$ cat src/design/mpi_pkg.sv
package mpi_pkg;

  // Fixed prime modulus and the values derived from it.
  localparam int unsigned   MOD_BITS   = 30;
  localparam logic [29:0]   MODULUS    = 30'd1000000007;
  localparam logic [29:0]   INV_EXP    = 30'd1000000005;
  localparam int unsigned   INV_BITS   = 30;

  // Barrett constant floor(2^60 / MODULUS).
  localparam logic [30:0]   BARRETT_MU = 31'd1152921496;

  localparam logic [31:0]   MOD_X1     = 32'd1000000007;
  localparam logic [31:0]   MOD_X2     = 32'd2000000014;

  // Operation codes carried on in_cmd.
  localparam logic          CMD_POWER  = 1'b0;
  localparam logic          CMD_INV    = 1'b1;

  typedef enum logic [2:0] {
    ST_IDLE,
    ST_SQ_GO,
    ST_SQ_WAIT,
    ST_MU_GO,
    ST_MU_WAIT,
    ST_DONE
  } mpi_state_t;

  typedef enum logic [2:0] {
    MM_IDLE,
    MM_PROD,
    MM_QUOT,
    MM_QMUL,
    MM_SUB,
    MM_RED
  } mpi_mm_state_t;

  typedef struct packed {
    logic                valid;
    logic [MOD_BITS-1:0] a;
    logic [MOD_BITS-1:0] b;
  } mpi_mm_req_t;

  typedef struct packed {
    logic                done;
    logic [MOD_BITS-1:0] value;
  } mpi_mm_rsp_t;

endpackage

$ cat src/design/mpi_mulmod.sv
module mpi_mulmod (
  input  logic                clk,
  input  logic                rst_n,
  input  mpi_pkg::mpi_mm_req_t req,
  output mpi_pkg::mpi_mm_rsp_t rsp
);
  import mpi_pkg::*;

  // One 32x32 multiplier is shared by the product and both Barrett steps.
  mpi_mm_state_t state_r, state_nxt;
  logic [29:0] a_r;
  logic [29:0] b_r;
  logic [63:0] prod_r;
  logic [31:0] p_r;
  logic [31:0] rem_r;
  logic [31:0] mul_a;
  logic [31:0] mul_b;
  logic [63:0] mul_p;
  logic [31:0] red_val;

  always_comb begin
    state_nxt = state_r;
    case (state_r)
      MM_IDLE: if (req.valid) state_nxt = MM_PROD;
      MM_PROD: state_nxt = MM_QUOT;
      MM_QUOT: state_nxt = MM_QMUL;
      MM_QMUL: state_nxt = MM_SUB;
      MM_SUB:  state_nxt = MM_RED;
      MM_RED:  state_nxt = MM_IDLE;
      default: state_nxt = MM_IDLE;
    endcase
  end

  always_comb begin
    case (state_r)
      MM_QUOT: begin
        mul_a = {1'b0, prod_r[59:29]};
        mul_b = {1'b0, BARRETT_MU};
      end
      MM_QMUL: begin
        mul_a = {1'b0, prod_r[61:31]};
        mul_b = MOD_X1;
      end
      default: begin
        mul_a = {2'b00, a_r};
        mul_b = {2'b00, b_r};
      end
    endcase
    mul_p = mul_a * mul_b;
  end

  // The remainder is below three times the modulus.
  always_comb begin
    if (rem_r >= MOD_X2) begin
      red_val = rem_r - MOD_X2;
    end else if (rem_r >= MOD_X1) begin
      red_val = rem_r - MOD_X1;
    end else begin
      red_val = rem_r;
    end
  end

  always_comb begin
    rsp.done  = (state_r == MM_RED);
    rsp.value = red_val[29:0];
  end

  always_ff @(posedge clk) begin
    if (!rst_n) begin
      state_r <= MM_IDLE;
    end else begin
      state_r <= state_nxt;
    end
  end

  always_ff @(posedge clk) begin
    if (state_r == MM_IDLE && req.valid) begin
      a_r <= req.a;
      b_r <= req.b;
    end
    if (state_r == MM_PROD || state_r == MM_QUOT || state_r == MM_QMUL) begin
      prod_r <= mul_p;
    end
    if (state_r == MM_QUOT) begin
      p_r <= prod_r[31:0];
    end
    if (state_r == MM_SUB) begin
      rem_r <= p_r - prod_r[31:0];
    end
  end

endmodule

$ cat src/design/modular_power_and_inverse_top.sv
// Channel    | Ports                                  | Handshake
// -----------+----------------------------------------+-----------------------------------
// input      | in_cmd, in_base, in_exponent           | start high while busy is low
// result     | out_result                             | out_valid strobe, one cycle
//
// Each transaction runs one square-and-multiply step per exponent bit, most
// significant bit first: EXP_BITS steps for a power, 30 steps for an inverse.
// Every square and every multiply by the base runs on the shared multiplier.
// Reset (synchronous, active low) returns the sequencer to idle; no clearing.
// The receiver cannot stall: out_valid is high for exactly one cycle.
module modular_power_and_inverse_top #(
  parameter int EXP_BITS = 63
) (
  input  logic        clk,
  input  logic        rst_n,
  input  logic        start,
  output logic        busy,
  input  logic        in_cmd,
  input  logic [29:0] in_base,
  input  logic [62:0] in_exponent,
  output logic        out_valid,
  output logic [29:0] out_result
);
  import mpi_pkg::*;

  // The exponent register is wide enough for either command; the bit under
  // work is always its top bit, and it shifts left once per step.
  localparam int EW    = (EXP_BITS > INV_BITS) ? EXP_BITS : INV_BITS;
  localparam int CNT_W = $clog2(EW + 1);

  mpi_state_t     state_r, state_nxt;
  logic [29:0]    base_r, base_nxt;
  logic [29:0]    acc_r, acc_nxt;
  logic [EW-1:0]  exp_r, exp_nxt;
  logic [CNT_W-1:0] cnt_r, cnt_nxt;
  logic           accept;
  logic           last_bit;
  mpi_mm_req_t    mm_req;
  mpi_mm_rsp_t    mm_rsp;

  mpi_mulmod u_mulmod (
    .clk   (clk),
    .rst_n (rst_n),
    .req   (mm_req),
    .rsp   (mm_rsp)
  );

  assign accept   = start && !busy;
  assign last_bit = (cnt_r == CNT_W'(1));

  // Next state. A bit finishes after its square when it is clear, or after
  // the multiply by the base when it is set.
  always_comb begin
    state_nxt = state_r;
    case (state_r)
      ST_IDLE: if (start) state_nxt = ST_SQ_GO;
      ST_SQ_GO: state_nxt = ST_SQ_WAIT;
      ST_SQ_WAIT: begin
        if (mm_rsp.done) begin
          if (exp_r[EW-1]) begin
            state_nxt = ST_MU_GO;
          end else if (last_bit) begin
            state_nxt = ST_DONE;
          end else begin
            state_nxt = ST_SQ_GO;
          end
        end
      end
      ST_MU_GO: state_nxt = ST_MU_WAIT;
      ST_MU_WAIT: begin
        if (mm_rsp.done) begin
          state_nxt = last_bit ? ST_DONE : ST_SQ_GO;
        end
      end
      ST_DONE: state_nxt = ST_IDLE;
      default: state_nxt = ST_IDLE;
    endcase
  end

  // Outputs of the sequencer.
  always_comb begin
    busy         = (state_r != ST_IDLE);
    out_valid    = (state_r == ST_DONE);
    out_result   = acc_r;
    mm_req.valid = (state_r == ST_SQ_GO) || (state_r == ST_MU_GO);
    mm_req.a     = acc_r;
    mm_req.b     = (state_r == ST_MU_GO) ? base_r : acc_r;
  end

  // Datapath next values.
  always_comb begin
    base_nxt = base_r;
    acc_nxt  = acc_r;
    exp_nxt  = exp_r;
    cnt_nxt  = cnt_r;
    if (accept) begin
      // One conditional subtraction brings any 30-bit base below the modulus.
      base_nxt = (in_base >= MODULUS) ? (in_base - MODULUS) : in_base;
      acc_nxt  = 30'd1;
      if (in_cmd == CMD_INV) begin
        exp_nxt = EW'(INV_EXP) << (EW - INV_BITS);
        cnt_nxt = CNT_W'(INV_BITS);
      end else begin
        exp_nxt = EW'(in_exponent[EXP_BITS-1:0]) << (EW - EXP_BITS);
        cnt_nxt = CNT_W'(EXP_BITS);
      end
    end else if (mm_rsp.done) begin
      acc_nxt = mm_rsp.value;
      if (state_r == ST_MU_WAIT || !exp_r[EW-1]) begin
        exp_nxt = exp_r << 1;
        cnt_nxt = cnt_r - CNT_W'(1);
      end
    end
  end

  always_ff @(posedge clk) begin
    if (!rst_n) begin
      state_r <= ST_IDLE;
    end else begin
      state_r <= state_nxt;
    end
  end

  always_ff @(posedge clk) begin
    base_r <= base_nxt;
    acc_r  <= acc_nxt;
    exp_r  <= exp_nxt;
    cnt_r  <= cnt_nxt;
  end

  // A result strobe lasts a single cycle and is never followed directly by
  // another one.
  a_single_strobe: assert property (@(posedge clk) disable iff (!rst_n)
    out_valid |=> !out_valid)
    else $error("result strobe longer than one cycle");

  // Every result is fully reduced.
  a_reduced: assert property (@(posedge clk) disable iff (!rst_n)
    out_valid |-> (out_result < MODULUS))
    else $error("result not below the modulus");

  // An accepted transaction keeps the block busy on the next cycle.
  a_busy_after_accept: assert property (@(posedge clk) disable iff (!rst_n)
    (start && !busy) |=> busy)
    else $error("block not busy after accepting a transaction");

  // The multiply unit only answers while the sequencer waits for it.
  a_rsp_expected: assert property (@(posedge clk) disable iff (!rst_n)
    mm_rsp.done |-> (state_r == ST_SQ_WAIT || state_r == ST_MU_WAIT))
    else $error("unexpected response from the multiply unit");

endmodule

$ cat config.mk
export PLATFORM = sky130hd
export DESIGN_NAME = modular_power_and_inverse_top
export DESIGN_NICKNAME = d
export VERILOG_FILES = /design/src/design/mpi_pkg.sv /design/src/design/mpi_mulmod.sv /design/src/design/modular_power_and_inverse_top.sv
export SDC_FILE = /design/constraint.sdc
export NUM_CORES = 2
export LEC_CHECK = 0
export BUFFER_PORTS_ARGS = -buffer_cell sky130_fd_sc_hd__clkbuf_2
export CAP_MARGIN = 20
export CELL_PAD_IN_SITES_DETAIL_PLACEMENT = 0
export CELL_PAD_IN_SITES_GLOBAL_PLACEMENT = 2
export CORE_ASPECT_RATIO = 0.8
export CORE_MARGIN = 2
export CORE_UTILIZATION = 38
export CTS_BUF_LIST = sky130_fd_sc_hd__clkbuf_4 sky130_fd_sc_hd__clkbuf_8 sky130_fd_sc_hd__clkbuf_16
export CTS_CLUSTER_SIZE = 30
export DETAILED_ROUTE_END_ITERATION = 8
export GPL_ROUTABILITY_DRIVEN = 0
export GPL_TIMING_DRIVEN = 0
export PLACE_DENSITY_LB_ADDON = 0.25
export SYNTH_ARGS = -nofsm -noshare
export SYNTH_HDL_FRONTEND = slang
export SYNTH_HIERARCHICAL = 1
export SYNTH_SLANG_ARGS = --single-unit
$ cat constraint.sdc
create_clock -name clk -period 9.64 [get_ports clk]
set_clock_uncertainty 0.15 [all_clocks]
set_input_delay 0.482 -clock clk [delete_from_list [all_inputs] [get_ports clk]]
set_output_delay 0.482 -clock clk [all_outputs]
set_load 0.03 [all_outputs]
==> flow_metrics.tcl <==
set metrics [dict create \
    io_pins 129 \
    synth.distinct_cells 87 \
    yosys-top-cells-area "fa_1 (36%), edfxtp_1 (18%), ha_1 (7.9%)" \
    synth_top_flop_cell "edfxtp_1" \
    fmax_ghz 0.104 \
    crit_family "adder cells" \
    holdPathStages 3 \
    worst_pin_slew_ps 1070 \
    die_area_um2 125000 \
    clock_latency_ps 570 \
    cpMaxStageDelayCell "o21ai_1" \
    ys_seq_area_share_pct 20.0 \
    criticalPathCategory "reg -> reg" \
    startpoint_type "flop" \
    cts_tree "done" \
    syn_avg_cell_area_um2 9.40 \
    clkTransAtPathRegs_ps 70 \
    row_count 114 \
    cp-end-kind "flop" \
    area_delta_synth_final_pct 12.1 \
    track_usage_pct 29.5 \
    final_cell_mix "inv_1 (850), fa_1 (837), nand2_1 (716)" \
    overflow 0 \
    place.port_buffers 125 \
    grt_start_max_net_pins 40 \
    first_pass_iters 6 \
    hp-class "in -> reg" \
    grt_pass1_wl_um 264000 \
    status "finished, final reports clean" \
    yosysWarnings 6 \
    worstHoldStart "in_exponent[57]" \
    final_common_cell "inv_1" \
    cts_hold_buf 0 \
    r2r_start "u_mulmod/state_r[2]" \
    wire_per_inst_um 26.9 \
    nets 6357 \
    hold_violations 0 \
    clockBufferDepth 3 \
    grt_pass1_vias 36994 \
    start_util_pct 38.3 \
    via_per_inst 5.34 \
    cts_max_level 2 \
    ys_async_sr_fraction_pct 0 \
    core_area_um2 121000 \
    timing.final.crit_period_ps 9570 \
    fin_crit_sh_pct 99.3 \
    die_width_um 394 \
    cts.sinks 321 \
    ys_ff_latch 321 \
    syn_area_um2 46300 \
    path_buf_inv 4 \
    crit_top_cell "fa_1" \
    cts_root_buf "clkbuf_16" \
    critPathRequiredTime_ps 9800 \
    drt-initial-drc-count 3483 \
    slew_viol_final 0 \
    r2r_slack_ps 70 \
    ant_nets 0 \
    relSlewSlack_pct 28.5 \
    arrival_ps 9730 \
    reg2reg_depth 26 \
    antenna_found_initial 6 \
    slowest_delay_ps 680 \
    yosysTopAreaCell "fa_1" \
    cp_max_fo 10 \
    wl_um 182000 \
    hold_end "exp_r[57]" \
    setup_violations 0 \
    drive_gt1_share_pct 11.7 \
    maxCapViolations 0 \
    vias 36234 \
    die_y_um 316 \
    r2r-end "u_mulmod/prod_r[54]" \
    cts_buffers 34 \
    syn_inst 4924 \
    synth-edff-count 285 \
    fin_setup_tns_ps 0 \
    dp_hpwl_um 153000 \
    netlist.area_leader.share_pct 36.2 \
    drc 0 \
]
timing repair:
item,CTS,global route
gates cloned,0,0
pin swaps,3,4
setup buffers,10,13
gates resized for setup,270,132
setup endpoints to repair,46,22
worst max-delay path by stage:
| stage | cells past startpoint | start | slack (ps) | endpoint |
|---|---|---|---|---|
| floorplan | 30 | u_mulmod/state_r[1] | 590 | u_mulmod/prod_r[53] |
| global placement | 29 | u_mulmod/state_r[1] | -4060 | u_mulmod/prod_r[57] |
| detailed placement | 30 | u_mulmod/state_r[1] | -2290 | u_mulmod/prod_r[57] |
| CTS | 31 | u_mulmod/state_r[1] | 0.7 | u_mulmod/prod_r[46] |
| global route | 29 | u_mulmod/state_r[1] | -7 | u_mulmod/prod_r[55] |
| finish | 26 | u_mulmod/state_r[2] | 70 | u_mulmod/prod_r[54] |
state kept, by name, summed over array words and instances, names as in the netlist, 6 cells and up:
name / cells
u_mulmod/p_r: 32
u_mulmod/b_r: 30
u_mulmod/prod_r: 62
u_mulmod/a_r: 30
exp_r: 63
out_result: 30
u_mulmod/rem_r: 32
cnt_r: 6
base_r: 30
final cells by class:
class                      count  area [um^2]
inverter                     851         3200
clock buffer                  48         1010
fill                       12149        68900
clock inverter                13          154
buffer                       233         1360
timing repair buffer         196         1500
sequential                   321         9280
antenna                        2         5.00
tap                         1624         2030
multi-input combinational   3493        33300
worst reg2reg max path, delay by kind of cell, from the launching register on:
family	cells	cell delay, ps
adder cells (fa/ha/maj)	9	4220
buffers and inverters	4	560
flip-flops	1	380
XOR/XNOR	1	90
AND/OR/NAND/NOR	4	800
AO/OA/AOI/OAI	8	3130
Yosys cell counts, drive strengths merged (11+ instances only):
master,number
mux2,30
nor3,24
xor2,57
nand2,729
nand4,16
edfxtp,285
o21ai,127
a21o,51
dfxtp,36
inv,851
nor2,598
nand3,37
mux2i,49
o21a,46
and3,27
nor2b,21
fa,838
a21oi,159
xnor2,90
clkbuf,203
a31oi,20
o21bai,16
ha,292
or2,11
and2,39
nand3b,47
buf,60
nand2b,25
kinds of logic after synthesis:
logic type,share of synthesized area [%]
AOI/OAI and AO/OA,6.99
xor gates and xnor gates,2.78
adders and majority gates,44.1
buffers and inverters,9.34
DFF,20.0
muxes,1.79
other,0.0162
and+or+nand+nor,14.9
per-layer routing:
| layer | routed length (um) | GRT usage, % | vias up |
|---|---|---|---|
| met2 | 75100 | 42.7 | 1652 |
| met4 | 7890 | 10.2 | 12 |
| li1 | - | - | 15739 |
| met5 | 94 | 0 | - |
| met3 | 17300 | 6.75 | 303 |
| met1 | 81900 | 43.3 | 18528 |
through the flow:
stage	setup slack (ps)	std cells	hold slack, ps	cell area [um^2]	utilization (%)
after floorplan	593	4928	276	46300	-
after global placement	-4060	6677	288	49000	40.5
after detailed placement	-2290	6725	285	49700	41.1
after CTS	0.727	6775	38.0	51500	42.6
after global routing	-6.61	6779	50.0	51900	43.0
final	67.1	6781	71.0	51900	43.0
Power is not shown: default switching activity piles up to over one toggle a cycle in this logic, so the estimate is an artifact.
